===== src/rtl/csv_field_tokenizer_top_defines.svh =====
`ifndef CSV_FIELD_TOKENIZER_TOP_DEFINES_SVH
`define CSV_FIELD_TOKENIZER_TOP_DEFINES_SVH

// property holds on every clock edge outside reset
`define CFT_ASSERT(lbl, prop, msg) \
  lbl: assert property (@(posedge clk) disable iff (!rst_n) prop) else $error(msg);

// expression never true outside reset
`define CFT_ASSERT_NEVER(lbl, expr, msg) \
  lbl: assert property (@(posedge clk) disable iff (!rst_n) !(expr)) else $error(msg);

`endif


===== src/rtl/cft_pkg.sv =====
package cft_pkg;

  localparam logic [7:0] CH_SPACE  = 8'h20;
  localparam logic [7:0] CH_TAB    = 8'h09;
  localparam logic [7:0] CH_CR     = 8'h0D;
  localparam logic [7:0] CH_LF     = 8'h0A;
  localparam logic [7:0] CH_QUOTE  = 8'h22;
  localparam logic [7:0] CH_BSLASH = 8'h5C;
  localparam logic [7:0] CH_COMMA  = 8'h2C;

  localparam int RESULT_LIMIT = 35;
  localparam int CMP_W        = 7;

  localparam logic CMD_CHAR = 1'b0;
  localparam logic CMD_EOL  = 1'b1;

  localparam logic [1:0] KIND_BYTE = 2'd0;
  localparam logic [1:0] KIND_FEND = 2'd1;
  localparam logic [1:0] KIND_LEND = 2'd2;

  localparam logic [2:0] LS_OK       = 3'd0;
  localparam logic [2:0] LS_QUOTE    = 3'd1;
  localparam logic [2:0] LS_ESCAPE   = 3'd2;
  localparam logic [2:0] LS_EMPTY    = 3'd3;
  localparam logic [2:0] LS_TOO_MANY = 3'd4;
  localparam logic [2:0] LS_OVERFLOW = 3'd5;

  localparam logic REG_DELIM = 1'b0;

  typedef enum logic [1:0] {
    ST_IDLE,
    ST_FLUSH,
    ST_BYTE,
    ST_LEND
  } cft_state_t;

  typedef struct packed {
    logic out_free;
    logic flush_start;
    logic lend_start;
    logic flush_last;
    logic flush_drop;
  } cft_status_t;

  typedef struct packed {
    logic accept;
    logic emit_blank;
    logic emit_byte;
    logic emit_lend;
  } cft_cmd_t;

endpackage


===== src/rtl/cft_ctrl.sv =====
`include "csv_field_tokenizer_top_defines.svh"

module cft_ctrl (
  input  logic                 clk,
  input  logic                 rst_n,
  input  logic                 in_valid,
  input  cft_pkg::cft_status_t status,
  output logic                 in_stall,
  output cft_pkg::cft_cmd_t    cmd
);
  import cft_pkg::*;

  cft_state_t state_r;
  cft_state_t state_nxt;
  logic [3:0] cmd_vec;

  always_ff @(posedge clk) begin
    if (!rst_n) begin
      state_r <= ST_IDLE;
    end else begin
      state_r <= state_nxt;
    end
  end

  always_comb begin
    state_nxt = state_r;
    unique case (state_r)
      ST_IDLE: begin
        if (in_valid && status.out_free) begin
          if (status.flush_start) begin
            state_nxt = ST_FLUSH;
          end else if (status.lend_start) begin
            state_nxt = ST_LEND;
          end
        end
      end
      ST_FLUSH: begin
        if (status.out_free && status.flush_last) begin
          state_nxt = status.flush_drop ? ST_IDLE : ST_BYTE;
        end
      end
      ST_BYTE: begin
        if (status.out_free) begin
          state_nxt = ST_IDLE;
        end
      end
      ST_LEND: begin
        if (status.out_free) begin
          state_nxt = ST_IDLE;
        end
      end
    endcase
  end

  always_comb begin
    cmd      = '0;
    in_stall = 1'b1;
    unique case (state_r)
      ST_IDLE: begin
        in_stall   = !status.out_free;
        cmd.accept = in_valid && status.out_free;
      end
      ST_FLUSH: cmd.emit_blank = status.out_free;
      ST_BYTE:  cmd.emit_byte  = status.out_free;
      ST_LEND:  cmd.emit_lend  = status.out_free;
    endcase
  end

  assign cmd_vec = {cmd.accept, cmd.emit_blank, cmd.emit_byte, cmd.emit_lend};

  `CFT_ASSERT(a_cmd_onehot, $onehot0(cmd_vec), "more than one datapath command")
  `CFT_ASSERT(a_byte_after_flush,
    (state_r == ST_BYTE) |-> ($past(state_r) == ST_FLUSH || $past(state_r) == ST_BYTE),
    "byte state entered without a flush")
  `CFT_ASSERT(a_lend_after_idle,
    (state_r == ST_LEND) |-> ($past(state_r) == ST_IDLE || $past(state_r) == ST_LEND),
    "line end state entered from a busy state")

endmodule


===== src/rtl/cft_datapath.sv =====
`include "csv_field_tokenizer_top_defines.svh"

module cft_datapath #(
  parameter int MAX_FIELDS    = 32,
  parameter int PENDING_DEPTH = 32
) (
  input  logic                 clk,
  input  logic                 rst_n,
  input  logic                 in_command,
  input  logic [7:0]           in_char_byte,
  input  logic [7:0]           delim,
  input  logic                 out_stall,
  input  cft_pkg::cft_cmd_t    cmd,
  output cft_pkg::cft_status_t status,
  output logic                 out_valid,
  output logic [1:0]           out_kind,
  output logic [7:0]           out_out_byte,
  output logic [4:0]           out_field_index,
  output logic [5:0]           out_field_count,
  output logic [2:0]           out_line_status,
  output logic                 out_last
);
  import cft_pkg::*;

  localparam int FW = $clog2(MAX_FIELDS);
  localparam int IW = (PENDING_DEPTH > 1) ? $clog2(PENDING_DEPTH) : 1;
  localparam int PW = $clog2(PENDING_DEPTH + 1);
  localparam logic [FW-1:0] FIELD_LAST = FW'(MAX_FIELDS - 1);
  localparam logic [31:0]   MAXF_W     = 32'(MAX_FIELDS);

  typedef enum logic [3:0] {
    ACT_EOL,
    ACT_IGNORE,
    ACT_TRACK,
    ACT_ESCAPED,
    ACT_QUOTE,
    ACT_DELIM,
    ACT_BSLASH,
    ACT_SKIP,
    ACT_PLAIN
  } cft_act_t;

  logic          inq_r, inq_nxt;
  logic          esc_r, esc_nxt;
  logic          skip_r, skip_nxt;
  logic          started_r, started_nxt;
  logic          head_r, head_nxt;
  logic [FW-1:0] field_r, field_nxt;
  logic [PW-1:0] pend_cnt_r, pend_cnt_nxt;
  logic          ovf_r, ovf_nxt;
  logic          many_r, many_nxt;
  logic [IW-1:0] flush_idx_r, flush_idx_nxt;
  logic [7:0]    hold_byte_r, hold_byte_nxt;
  logic [7:0]    rd_data_r;
  logic [7:0]    pend_mem [PENDING_DEPTH];

  logic          out_valid_r, out_valid_nxt;
  logic [1:0]    out_kind_r, out_kind_nxt;
  logic [7:0]    out_byte_r, out_byte_nxt;
  logic [4:0]    out_index_r, out_index_nxt;
  logic [5:0]    out_count_r, out_count_nxt;
  logic [2:0]    out_status_r, out_status_nxt;
  logic          out_last_r, out_last_nxt;

  cft_act_t      act;
  logic [7:0]    b;
  logic          is_blank;
  logic          is_sp_tab;
  logic          is_cr_lf;
  logic          out_free;
  logic          pend_room;
  logic          pend_empty;
  logic          do_content;
  logic          do_clear;
  logic          load;
  logic          mem_we;
  logic [IW-1:0] idx_inc;
  logic [31:0]   field_w;
  logic [31:0]   count_w;
  logic [2:0]    lend_status;

  assign b          = in_char_byte;
  assign is_sp_tab  = (b == CH_SPACE) || (b == CH_TAB);
  assign is_cr_lf   = (b == CH_CR) || (b == CH_LF);
  assign is_blank   = is_sp_tab || is_cr_lf;
  assign out_free   = !out_valid_r || !out_stall;
  assign pend_room  = CMP_W'(pend_cnt_r) < CMP_W'(PENDING_DEPTH);
  assign pend_empty = (pend_cnt_r == '0);
  assign field_w    = 32'(field_r);
  assign count_w    = field_w + 32'd1;
  assign idx_inc    = (CMP_W'(flush_idx_r) + CMP_W'(1) == CMP_W'(PENDING_DEPTH)) ?
                      '0 : flush_idx_r + IW'(1);

  always_comb begin
    priority if (in_command == CMD_EOL) begin
      act = ACT_EOL;
    end else if (head_r && (b == CH_CR)) begin
      act = ACT_IGNORE;
    end else if (many_r) begin
      act = ACT_TRACK;
    end else if (esc_r) begin
      act = ACT_ESCAPED;
    end else if (b == CH_QUOTE) begin
      act = ACT_QUOTE;
    end else if (!inq_r && (b == delim)) begin
      act = ACT_DELIM;
    end else if (b == CH_BSLASH) begin
      act = ACT_BSLASH;
    end else if (skip_r && is_sp_tab) begin
      act = ACT_SKIP;
    end else begin
      act = ACT_PLAIN;
    end
  end

  always_comb begin
    priority if (inq_r) begin
      lend_status = LS_QUOTE;
    end else if (esc_r) begin
      lend_status = LS_ESCAPE;
    end else if (many_r) begin
      lend_status = LS_TOO_MANY;
    end else if (ovf_r) begin
      lend_status = LS_OVERFLOW;
    end else begin
      lend_status = LS_OK;
    end
  end

  always_comb begin
    status.out_free    = out_free;
    status.flush_start = ((act == ACT_ESCAPED) || (act == ACT_PLAIN)) &&
                         !is_blank && !pend_empty;
    status.lend_start  = (act == ACT_EOL) && started_r && !many_r;
    status.flush_drop  = CMP_W'(flush_idx_r) == CMP_W'(RESULT_LIMIT - 1);
    status.flush_last  = status.flush_drop ||
                         (CMP_W'(flush_idx_r) + CMP_W'(1) == CMP_W'(pend_cnt_r));
  end

  always_comb begin
    inq_nxt        = inq_r;
    esc_nxt        = esc_r;
    skip_nxt       = skip_r;
    started_nxt    = started_r;
    head_nxt       = head_r;
    field_nxt      = field_r;
    pend_cnt_nxt   = pend_cnt_r;
    ovf_nxt        = ovf_r;
    many_nxt       = many_r;
    flush_idx_nxt  = flush_idx_r;
    hold_byte_nxt  = hold_byte_r;
    do_content     = 1'b0;
    do_clear       = 1'b0;
    load           = 1'b0;
    mem_we         = 1'b0;
    out_kind_nxt   = KIND_BYTE;
    out_byte_nxt   = '0;
    out_index_nxt  = '0;
    out_count_nxt  = '0;
    out_status_nxt = LS_OK;
    out_last_nxt   = 1'b1;

    if (cmd.accept) begin
      flush_idx_nxt = '0;
      if (act != ACT_EOL) begin
        head_nxt = 1'b0;
        if ((act != ACT_IGNORE) && !is_cr_lf) begin
          started_nxt = 1'b1;
        end
      end
      unique case (act)
        ACT_EOL: begin
          load = 1'b1;
          if (!started_r) begin
            out_kind_nxt   = KIND_LEND;
            out_status_nxt = LS_EMPTY;
            do_clear       = 1'b1;
          end else if (many_r) begin
            out_kind_nxt   = KIND_LEND;
            out_count_nxt  = MAXF_W[5:0];
            out_status_nxt = lend_status;
            do_clear       = 1'b1;
          end else begin
            out_kind_nxt  = KIND_FEND;
            out_index_nxt = field_w[4:0];
            out_last_nxt  = 1'b0;
          end
        end
        ACT_IGNORE: begin
        end
        ACT_TRACK: begin
          if (esc_r) begin
            esc_nxt = 1'b0;
          end else if (b == CH_QUOTE) begin
            inq_nxt = !inq_r;
          end else if (b == CH_BSLASH) begin
            esc_nxt = 1'b1;
          end
        end
        ACT_ESCAPED: begin
          esc_nxt    = 1'b0;
          skip_nxt   = 1'b0;
          do_content = 1'b1;
        end
        ACT_QUOTE: inq_nxt = !inq_r;
        ACT_DELIM: begin
          load          = 1'b1;
          out_kind_nxt  = KIND_FEND;
          out_index_nxt = field_w[4:0];
          started_nxt   = 1'b1;
          pend_cnt_nxt  = '0;
          skip_nxt      = 1'b1;
          if (field_r == FIELD_LAST) begin
            many_nxt = 1'b1;
          end else begin
            field_nxt = field_r + FW'(1);
          end
        end
        ACT_BSLASH: esc_nxt = 1'b1;
        ACT_SKIP: begin
        end
        ACT_PLAIN: begin
          skip_nxt   = 1'b0;
          do_content = 1'b1;
        end
      endcase

      if (do_content) begin
        if (is_blank) begin
          if (pend_room) begin
            mem_we       = 1'b1;
            pend_cnt_nxt = pend_cnt_r + PW'(1);
          end else begin
            ovf_nxt = 1'b1;
          end
        end else if (pend_empty) begin
          load          = 1'b1;
          out_byte_nxt  = b;
          out_index_nxt = field_w[4:0];
        end else begin
          hold_byte_nxt = b;
        end
      end
    end

    if (cmd.emit_blank) begin
      load          = 1'b1;
      out_byte_nxt  = rd_data_r;
      out_index_nxt = field_w[4:0];
      out_last_nxt  = status.flush_drop;
      flush_idx_nxt = idx_inc;
      if (status.flush_drop) begin
        pend_cnt_nxt = '0;
      end
    end

    if (cmd.emit_byte) begin
      load          = 1'b1;
      out_byte_nxt  = hold_byte_r;
      out_index_nxt = field_w[4:0];
      pend_cnt_nxt  = '0;
    end

    if (cmd.emit_lend) begin
      load           = 1'b1;
      out_kind_nxt   = KIND_LEND;
      out_count_nxt  = count_w[5:0];
      out_status_nxt = lend_status;
      do_clear       = 1'b1;
    end

    if (do_clear) begin
      inq_nxt      = 1'b0;
      esc_nxt      = 1'b0;
      skip_nxt     = 1'b1;
      started_nxt  = 1'b0;
      head_nxt     = 1'b1;
      field_nxt    = '0;
      pend_cnt_nxt = '0;
      ovf_nxt      = 1'b0;
      many_nxt     = 1'b0;
    end

    if (load) begin
      out_valid_nxt = 1'b1;
    end else if (!out_stall) begin
      out_valid_nxt = 1'b0;
    end else begin
      out_valid_nxt = out_valid_r;
    end
  end

  always_ff @(posedge clk) begin
    if (!rst_n) begin
      inq_r       <= 1'b0;
      esc_r       <= 1'b0;
      skip_r      <= 1'b1;
      started_r   <= 1'b0;
      head_r      <= 1'b1;
      field_r     <= '0;
      pend_cnt_r  <= '0;
      ovf_r       <= 1'b0;
      many_r      <= 1'b0;
      flush_idx_r <= '0;
      out_valid_r <= 1'b0;
    end else begin
      inq_r       <= inq_nxt;
      esc_r       <= esc_nxt;
      skip_r      <= skip_nxt;
      started_r   <= started_nxt;
      head_r      <= head_nxt;
      field_r     <= field_nxt;
      pend_cnt_r  <= pend_cnt_nxt;
      ovf_r       <= ovf_nxt;
      many_r      <= many_nxt;
      flush_idx_r <= flush_idx_nxt;
      out_valid_r <= out_valid_nxt;
    end
  end

  always_ff @(posedge clk) begin
    hold_byte_r <= hold_byte_nxt;
    if (load) begin
      out_kind_r   <= out_kind_nxt;
      out_byte_r   <= out_byte_nxt;
      out_index_r  <= out_index_nxt;
      out_count_r  <= out_count_nxt;
      out_status_r <= out_status_nxt;
      out_last_r   <= out_last_nxt;
    end
  end

  // pending blank buffer; read port follows the next flush index
  always_ff @(posedge clk) begin
    if (mem_we) begin
      pend_mem[pend_cnt_r[IW-1:0]] <= b;
    end
    rd_data_r <= pend_mem[flush_idx_nxt];
  end

  assign out_valid       = out_valid_r;
  assign out_kind        = out_kind_r;
  assign out_out_byte    = out_byte_r;
  assign out_field_index = out_index_r;
  assign out_field_count = out_count_r;
  assign out_line_status = out_status_r;
  assign out_last        = out_last_r;

  `CFT_ASSERT(a_pend_bound, (CMP_W'(pend_cnt_r) <= CMP_W'(PENDING_DEPTH)),
    "pending count beyond buffer depth")
  `CFT_ASSERT(a_flush_has_data, (cmd.emit_blank |-> !pend_empty),
    "blank flushed from an empty buffer")
  `CFT_ASSERT_NEVER(a_lend_state, cmd.emit_lend && (many_r || !started_r),
    "two-word line end on a line that needs only one")

endmodule


===== src/rtl/csv_field_tokenizer_top.sv =====
// A result word is registered on input accept; if pending blanks are flushed first,
// the flush state sends each blank from a registered buffer read.
// Throughput: one input word per cycle in the idle state with the output free; a
// content byte behind pending blanks follows them; a line end closing a field gives
// field and line end words. Input stalls while a result word waits downstream.
// Reset (rst_n low, synchronous): line state cleared, delimiter back to ',', no output.
module csv_field_tokenizer_top #(
  parameter int MAX_FIELDS    = 32,
  parameter int PENDING_DEPTH = 32
) (
  input  logic        clk,
  input  logic        rst_n,
  input  logic        in_valid,
  output logic        in_stall,
  input  logic        in_command,
  input  logic [7:0]  in_char_byte,
  output logic        out_valid,
  input  logic        out_stall,
  output logic [1:0]  out_kind,
  output logic [7:0]  out_out_byte,
  output logic [4:0]  out_field_index,
  output logic [5:0]  out_field_count,
  output logic [2:0]  out_line_status,
  output logic        out_last,
  input  logic        psel,
  input  logic        penable,
  input  logic        pwrite,
  input  logic [2:0]  paddr,
  input  logic [31:0] pwdata,
  output logic [31:0] prdata,
  output logic        pready
);
  import cft_pkg::*;

  logic [7:0]  delim_r;
  logic [7:0]  delim_nxt;
  cft_status_t status;
  cft_cmd_t    cmd;

  assign pready = 1'b1;

  always_comb begin
    delim_nxt = delim_r;
    if (psel && penable && pwrite && (paddr[2] == REG_DELIM)) begin
      delim_nxt = pwdata[7:0];
    end
  end

  always_ff @(posedge clk) begin
    if (!rst_n) begin
      delim_r <= CH_COMMA;
    end else begin
      delim_r <= delim_nxt;
    end
  end

  assign prdata = (paddr[2] == REG_DELIM) ? {24'd0, delim_r} : '0;

  cft_ctrl u_ctrl (
    .clk      (clk),
    .rst_n    (rst_n),
    .in_valid (in_valid),
    .status   (status),
    .in_stall (in_stall),
    .cmd      (cmd)
  );

  cft_datapath #(
    .MAX_FIELDS    (MAX_FIELDS),
    .PENDING_DEPTH (PENDING_DEPTH)
  ) u_datapath (
    .clk             (clk),
    .rst_n           (rst_n),
    .in_command      (in_command),
    .in_char_byte    (in_char_byte),
    .delim           (delim_r),
    .out_stall       (out_stall),
    .cmd             (cmd),
    .status          (status),
    .out_valid       (out_valid),
    .out_kind        (out_kind),
    .out_out_byte    (out_out_byte),
    .out_field_index (out_field_index),
    .out_field_count (out_field_count),
    .out_line_status (out_line_status),
    .out_last        (out_last)
  );

endmodule


===== config.mk =====
export PLATFORM = sky130hd
export DESIGN_NAME = csv_field_tokenizer_top
export DESIGN_NICKNAME = d
export VERILOG_FILES = /design/src/rtl/cft_pkg.sv /design/src/rtl/cft_ctrl.sv /design/src/rtl/cft_datapath.sv /design/src/rtl/csv_field_tokenizer_top.sv
export VERILOG_INCLUDE_DIRS = /design/src /design/src/rtl
export SDC_FILE = /design/constraint.sdc
export NUM_CORES = 1
export LEC_CHECK = 0
export ABC_AREA = 1
export BUFFER_PORTS_ARGS = -buffer_cell sky130_fd_sc_hd__buf_2
export CAP_MARGIN = 20
export CORE_MARGIN = 10
export CORE_UTILIZATION = 40
export CTS_BUF_LIST = sky130_fd_sc_hd__clkbuf_4
export CTS_CLUSTER_DIAMETER = 50
export DETAILED_ROUTE_END_ITERATION = 7
export GPL_TIMING_DRIVEN = 0
export HOLD_SLACK_MARGIN = 0.08
export PLACE_DENSITY_LB_ADDON = 0.1
export SLEW_MARGIN = 10
export SYNTH_ARGS = -nofsm -noshare
export SYNTH_HDL_FRONTEND = slang
export SYNTH_HIERARCHICAL = 1
export SYNTH_SLANG_ARGS = --single-unit

===== constraint.sdc =====
create_clock -name clk -period 3.9 [get_ports clk]
set_input_delay 0.39 -clock clk [delete_from_list [all_inputs] [get_ports clk]]
set_output_delay 0.39 -clock clk [all_outputs]
set_load 0.03 [all_outputs]

==> results of run 1 <==
==> cell usage after synthesis, types with 2 or more instances <==
cell type	number	area share [%]
buf_4	35	1.8
o21ai_0	12	0.42
buf_1	3	0.078
ha_1	7	0.61
nand2_1	365	9.5
o21ai_2	3	0.18
edfxtp_1	289	60
nor2_2	10	0.43
nand2_2	12	0.52
inv_2	5	0.13
a21oi_1	37	1.3
inv_1	81	2.1
clkinv_1	2	0.052
conb_1	3	0.078
nand3_2	3	0.21
nand3_1	262	9.1
clkbuf_1	31	0.81
o21ai_1	4	0.14
nor2_1	96	2.5
nand4_1	6	0.26
xor2_1	8	0.48
a31oi_1	9	0.39
buf_6	3	0.23
buf_2	13	0.45
dfxtp_1	42	5.8
o22ai_2	3	0.26
nand3b_1	2	0.10
a21boi_1	2	0.10
a32oi_1	6	0.36
nor3_1	10	0.35
nand2_4	2	0.16
==> through the flow <==
step	util (%)	worst slack, ns
2_1_floorplan	-	1.557
3_3_place_gp	43.30	-0.3607
3_5_place_dp	43.36	-0.004153
4_1_cts	47.03	0.5578
5_1_grt	47.08	0.3547
6_report	47.10	0.4750
==> what timing repair did <==
item                                   CTS  global route
hold buffers                            21             0
setup endpoints to repair                0             0
endpoints found under the hold margin   12             0
setup buffers                            0             0
==> worst max-delay path, cell delays in order (launching register included) <==
cell and delay (ns):
dfxtp_1 0.31, nand2_1 0.08, buf_4 0.13, inv_1 0.07, nor2_1 0.40, nor2_2 0.10, o21ai_2 0.30, buf_2 0.29
clkbuf_1 0.63, nand2_1 0.10, nand3_1 0.14, nand3_1 0.17, nand3_1 0.24, nand3_1 0.20, nand2_1 0.19
==> state kept, by name, summed over array words and instances (netlist names), 6 cells and up <==
| name | flops |
|---|---|
| u_datapath/pend_mem | 256 |
| delim_r | 8 |
| u_datapath/hold_byte_r | 8 |
| u_datapath/out_out_byte | 8 |
| u_datapath/rd_data_r | 8 |
| u_datapath/out_field_count | 6 |
| u_datapath/pend_cnt_r | 6 |
==> layout make-up <==
| cell class | count | area, um2 |
|---|---|---|
| Buffer | 86 | 494.2 |
| Multi-Input combinational cell | 899 | 4182 |
| Timing Repair Buffer | 82 | 531.8 |
| Inverter | 90 | 344.1 |
| Tap cell | 461 | 576.8 |
| Clock buffer | 132 | 991.0 |
| Antenna cell | 4 | 10.01 |
| Clock inverter | 19 | 103.9 |
| Sequential cell | 331 | 9519 |
| Fill cell | 3452 | 18820 |
==> routing by layer <==
metal / global-route usage (%) / share of wire (%) / routed length [um] / vias to the layer above
met5: 0 / 0 / 0 / -
met4: 6.698 / 2.2 / 983 / 0
met3: 5.101 / 7.7 / 3389 / 61
met2: 30.61 / 47 / 20490 / 387
met1: 26.23 / 43 / 19090 / 5353
li1: - / - / - / 5172
==> power by group <==
group          switching [W]  leakage [nW]  internal [W]
registers          0.0000822          2.96       0.00414
clock network        0.00137         0.660       0.00160
logic                0.00266          2.89      0.000890
total                0.00411          6.51       0.00663
==> worst max-delay path by stage <==
stage / startpoint / end / slack (ns) / cells past startpoint
after floorplan: in_char_byte[5] / u_datapath/out_field_count[0] / 1.56 / 14
after global placement: in_char_byte[7] / u_datapath/pend_mem[31][5] / -0.36 / 13
after detailed placement: in_char_byte[7] / u_datapath/pend_mem[17][2] / -0.004 / 15
after CTS: u_datapath/out_valid / u_datapath/rd_data_r[1] / 0.56 / 14
after global routing: u_datapath/out_valid / u_datapath/rd_data_r[1] / 0.35 / 14
final: u_datapath/out_valid / u_datapath/rd_data_r[2] / 0.47 / 14
==> logic make-up (layout without fill, tap and decap cells) <==
kind of cell / after synthesis / after routing / share of synthesized area [%]
other: 3 / 30 / 0.07794
buffers and inverters: 176 / 409 / 5.802
and+or+nand+nor: 775 / 775 / 23.60
xor gates and xnor gates: 9 / 9 / 0.5456
AOI/OAI and AO/OA: 82 / 82 / 3.482
adders and majority gates: 7 / 7 / 0.6062
DFF: 331 / 331 / 65.89
==> summary.txt, run 1 <==
Placed design
  – Gpl congestion: 0.8832
  – Input/output buffers: 58
  – Area after DPL: between 0.015 and 0.02 mm2
  – Dpl hpwl: 29.26 mm
  – Cell count after placement: 1927

Worst hold path
  – Hold Crit Depth: 5
  – HP Start: psel
  – Worst Hold Endpoint: delim_r[5]
  – Hold Crit Class: in -> reg

Clock tree
  – TritonCTS Buffers: 92
  – Clk_lat worst skew: 0.73 ns
  – Clock Pin Slew Worst Setup and Hold Paths: approximately 0.060 ns
  – Clk buf depth: 3
  – H-tree depth: 3
  – CTS resizes: 0
  – CTS tree: done
  – Sink Count: 331
  – Clock root cell: clkbuf_4

Timing
  – Worst-Margin Slew: 1.068 ns
  – RSZ-0062 raised after global routing: no
  – Fin crit period: 3.425 ns
  – Final TNS setup: 0 ns
  – Final hold violations: 0
  – Maximum achievable frequency: roughly 300 MHz
  – Tcrit/Tclk final: 87.82%
  – Final setup viols: 0
  – WHS: around 0.16 ns
  – Slew Limit Headroom: 28.55%
  – Final Skew: roughly 0.067 ns
  – Max-slew violations: 0

Layout
  – Final net count: 1640
  – Share of cells above drive strength 1: ~18%
  – Most frequent cells in the layout: nand2_1 (365), edfxtp_1 (289), nand3_1 (262), clkbuf_4 (132), nor2_1 (96)
  – Most common cell after layout, fill and taps aside: nand2_1
  – Synth-to-Final Area Change: 15.95%
  – Number of cells in the finished layout apart from fillers: 2104
  – Finished Cell Area: between 0.015 and 0.02 mm2

Worst setup path
  – Reg2Reg Depth: 14
  – R2r setup slk: 0.47 ns
  – Critical path class: reg -> reg
  – Arr. time, crit path: 4.04 ns
  – FF-to-FF End: u_datapath/rd_data_r[2]
  – Critical Path Fanout Max: 10
  – CP endpoint kind: flop
  – Worst r2r src: u_datapath/out_valid
  – Nature of the critical path startpoint: flop
  – Crit path required time: 4.51 ns

Floorplanning
  – Core Region: 0.03557 mm2
  – Chip Width: 210.1 um
  – Die ar.: 0.04412 mm2
  – I/O Pins: 111
  – Chip height: 210.1 um
  – Row count: 69
  – Initial Utilization: roughly two fifths

Global route
  – GRT Residual Overflow: 0
  – Largest net degree at the start of global routing: 40
  – Global-route wire length before repair: 65.65 mm
  – Gr usage total: 19.68%
  – Vias in the first global route: 10665
  – Initial antenna violation count: 2

Detailed routing
  – Detailed Route Iter0 Violations: slightly above 1000
  – Final WL: 43.96 mm
  – ANT nets after route: 0
  – Iteration count of the initial detailed-routing pass: 5
  – Via count: 10973
  – Number of vias per cell: 5.215
  – DRC viols: 0
  – Wirelength per Cell: 20.89 um

Outcome
  – Status: complete, no violations

Synthesis
  – Mean Syn Cell Area: 10.45 um2
  – Seq/Total Area, Yosys: 65.89%
  – Netlist cell types: 48
  – EDFF count, synth: 289
  – Synth Flop Type: edfxtp_1
  – Syn Std Cell Area: 0.01445 mm2
  – Synth Instances: ~1400
  – Synth warnings: 6
  – Ys async rst share: 0%
  – FF+latch count, synth: 331

Power and ir drop
  – Pwr Total: roughly 0.011 W
  – Lkg Pwr: 6.510 nW
  – PwrDens: between 600 and 700 mW/mm2
  – Worst vdd ir: 293.6 uV

Job
  – Max-Cap Viols: 0
Power figures use the tool's default switching activity.
==> run 2, diff against run 1 <==
--- a/config.mk
+++ b/config.mk
@@ -7,14 +7,15 @@
 export NUM_CORES = 1
 export LEC_CHECK = 0
 export ABC_AREA = 1
-export BUFFER_PORTS_ARGS = -buffer_cell sky130_fd_sc_hd__buf_2
 export CAP_MARGIN = 20
+export CELL_PAD_IN_SITES_DETAIL_PLACEMENT = 1
+export CELL_PAD_IN_SITES_GLOBAL_PLACEMENT = 1
 export CORE_MARGIN = 10
 export CORE_UTILIZATION = 40
 export CTS_BUF_LIST = sky130_fd_sc_hd__clkbuf_4
 export CTS_CLUSTER_DIAMETER = 50
 export DETAILED_ROUTE_END_ITERATION = 7
-export GPL_TIMING_DRIVEN = 0
+export DONT_BUFFER_PORTS = 1
 export HOLD_SLACK_MARGIN = 0.08
 export PLACE_DENSITY_LB_ADDON = 0.1
 export SLEW_MARGIN = 10
==> run 2 against run 1 <==
Final area shrank 0.87%. Sequential share of layout area up 0.50 points. Via count shrank 3.8%. Critical endpoint is now u_datapath/rd_data_r[0]. Global-route usage fell by 0.91 points. Sequential power is 7.8% higher. Highest routed layer is now met5.
==> summary.txt, run 2 (synthesized netlist as in run 1, its figures left out) <==
Placed design
  – Dpl hpwl: 25.33 mm (-13%)
  – Gpl congestion: 0.8366 (-5.3%)
  – Input/output buffers: 0 (-100%)

Power and ir drop
  – Internal power: 0.006598 W (-0.52%)
  – Sequential share of power: 43.5% (+4.2 points)
  – Worst vdd ir: 526.3 uV (+79%)
  – Comb pwr share: 26.7% (-6.3 points)
  – Lkg Pwr: 6.288 nW (-3.4%)
  – Sw Share: 37.03% (-1.2 points)
  – Switching Power: 0.003879 W (-5.7%)
  – Clk pwr share: 29.8% (+2.1 points)
  – PwrDens: 630.9 mW/mm2 (-1.6%)

Layout
  – Most common cell after layout, fill and taps aside: nand2_1
  – Fillcell total: 3953 (+15%)
  – Most frequent cells in the layout: nand2_1 (364), edfxtp_1 (289), nand3_1 (262), clkbuf_4 (133), nor2_1 (96)
  – Synth-to-Final Area Change: 14.94%
  – Post-layout util: 46.69% (-0.41 points)
  – Final net count: 1547 (-5.7%)
  – Max reg flops: 256 (unchanged)
  – Share of cells above drive strength 1: 14.86% (-3.2 points)

Worst setup path
  – Crit path buffers/inverters: 4 (unchanged)
  – CP delay by family, top: simple AND/OR/NAND/NOR gates
  – Arr. time, crit path: 3.88 ns (-0.16 ns)
  – CP endpoint kind: flop
  – Slowest CP cell: clkinv_1
  – Crit path largest cell delay: 0.57 ns (-0.06 ns)
  – Critical path class: reg -> reg
  – Critical Path Fanout Max: 17 (+7)
  – Worst path cell trace: nand2_1, inv_1, nor2_1, nor2_2, inv_1, o22ai_2, buf_4, clkinv_1, nand3_1, nand3_1, nand2_1
  – Nature of the critical path startpoint: flop
  – Crit path required time: 4.57 ns (+0.06 ns)

Timing
  – Worst-Margin Slew: 0.8753 ns (-0.1924 ns)
  – Final TNS setup: 0 ns (unchanged)
  – Maximum achievable frequency: 312.0 MHz (+6.9%)
  – RSZ-0062 raised after global routing: no
  – Fin crit period: 3.205 ns (-0.2198 ns)
  – Final Skew: 0.03493 ns (-0.03181 ns)
  – Max-slew violations: 0 (unchanged)
  – Tcrit/Tclk final: 82.18% (-5.6 points)
  – Final setup viols: 0 (unchanged)
  – Final hold violations: 0 (unchanged)
  – Slew Limit Headroom: 41.11% (+13 points)

Floorplanning
  – Die ar.: 0.04412 mm2 (unchanged)
  – Chip Width: 210.1 um (unchanged)
  – Initial Utilization: 40.62% (unchanged)
  – Chip height: 210.1 um (unchanged)
  – Row count: 69 (unchanged)
  – Core Region: 0.03557 mm2 (unchanged)
  – I/O Pins: 111 (unchanged)

Detailed routing
  – ANT nets after route: 0 (unchanged)
  – Iteration count of the initial detailed-routing pass: 5 (unchanged)
  – Wirelength per Cell: 20.59 um (-1.4%)
  – DRC viols: 0 (unchanged)
  – Detailed Route Iter0 Violations: 658 (-36%)
  – Number of vias per cell: 5.228 (+0.24%)
  – Via count: 10555 (-3.8%)
  – Final WL: 41.58 mm (-5.4%)

Clock tree
  – Clk buf depth: 3 (unchanged)
  – Clock root cell: clkbuf_4
  – CTS tree: done
  – Clock Pin Slew Worst Setup and Hold Paths: 0.07 ns (about the same)
  – CTS resizes: 0 (unchanged)
  – Sink Count: 331 (unchanged)
  – Number of setup buffers added after CTS: 0 (unchanged)
  – Clk_lat worst skew: 0.75 ns (+0.02 ns)
  – H-tree depth: 3 (unchanged)
  – TritonCTS Buffers: 90 (-2.2%)

Worst hold path
  – Hold Crit Class: in -> reg

Global route
  – Gr usage total: 18.78% (-0.91 points)
  – GRT Residual Overflow: 0 (unchanged)
  – Vias in the first global route: 11069 (+3.8%)
  – Largest net degree at the start of global routing: 130 (+230%)
  – Global-route wire length before repair: 64.14 mm (-2.3%)
  – Initial antenna violation count: 3 (+1)

Job
  – Max-Cap Viols: 0 (unchanged)

Outcome
  – Status: complete, no violations
[run 2: final timing paths]
check | startpoint | endpoint | slack, ns | depth (start not counted)
max | u_datapath/out_valid | u_datapath/rd_data_r[0] | 0.69 | 11
min | in_char_byte[4] | u_datapath/started_r | 0.17 | 5
max reg2reg | u_datapath/out_valid | u_datapath/rd_data_r[0] | 0.69 | 11
min reg2reg | u_datapath/pend_cnt_r[5] | u_datapath/ovf_r | 0.52 | 2
[run 2: power by group through the flow]
stage | combinational (W) | sequential, W | clock (W)
after floorplan | 0.00192 | 0.00458 | 0
after global routing | 0.00315 | 0.00459 | 0.00342
after global placement | 0.00266 | 0.00464 | 0
final | 0.00280 | 0.00456 | 0.00312
after CTS | 0.00284 | 0.00458 | 0.00324
after detailed placement | 0.00272 | 0.00465 | 0
[run 2: cell type report]
cell class / instances / area [um2] / share of cell area, %
flip-flops and latches: 331 / 9519 / 57.32
well taps: 461 / 576.8 / 3.473
diodes: 3 / 7.507 / 0.04521
clock buffers: 133 / 998.5 / 6.013
inverters: 90 / 345.3 / 2.080
clock inverters: 25 / 153.9 / 0.9268
repair buffers: 77 / 813.3 / 4.898
multi-input cells: 899 / 4192 / 25.24
[run 2: what timing repair did]
| item | in CTS | in global routing |
|---|---|---|
| setup endpoints to repair | 0 | 0 |
| hold endpoints to repair | 296 | 0 |
| hold buffers | 42 | 0 |
[run 2: worst min-delay path: cells and delay by family]
kind,cells,cell delay (ns)
AND/OR/NAND/NOR,3,0.17
AO/OA/AOI/OAI,2,0.30
[run 2: routing by layer]
layer / global-route usage, % / wire length, um / vias to the layer above
li1: - / - / 4990
met1: 23.79 / 18070 / 5259
met2: 30.24 / 20140 / 238
met3: 4.273 / 2095 / 66
met4: 8.311 / 1257 / 2
met5: 0 / 17 / -
[run 2: through the flow]
| step | setup WS (ns) | total power, W | hold WS (ns) | instances | area [um2] |
|---|---|---|---|---|---|
| detailed placement | 0.6566 | 0.007371 | 0.4929 | 1816 | 14950 |
| CTS | 0.6193 | 0.01065 | 0.1002 | 2016 | 16600 |
| global route | 0.4269 | 0.01116 | 0.1433 | 2018 | 16600 |
| finish | 0.6948 | 0.01048 | 0.1689 | 2019 | 16610 |
| floorplan | 1.557 | 0.006499 | 0.4468 | 1406 | 14530 |
| global placement | 0.6783 | 0.007307 | 0.4888 | 1816 | 14950 |
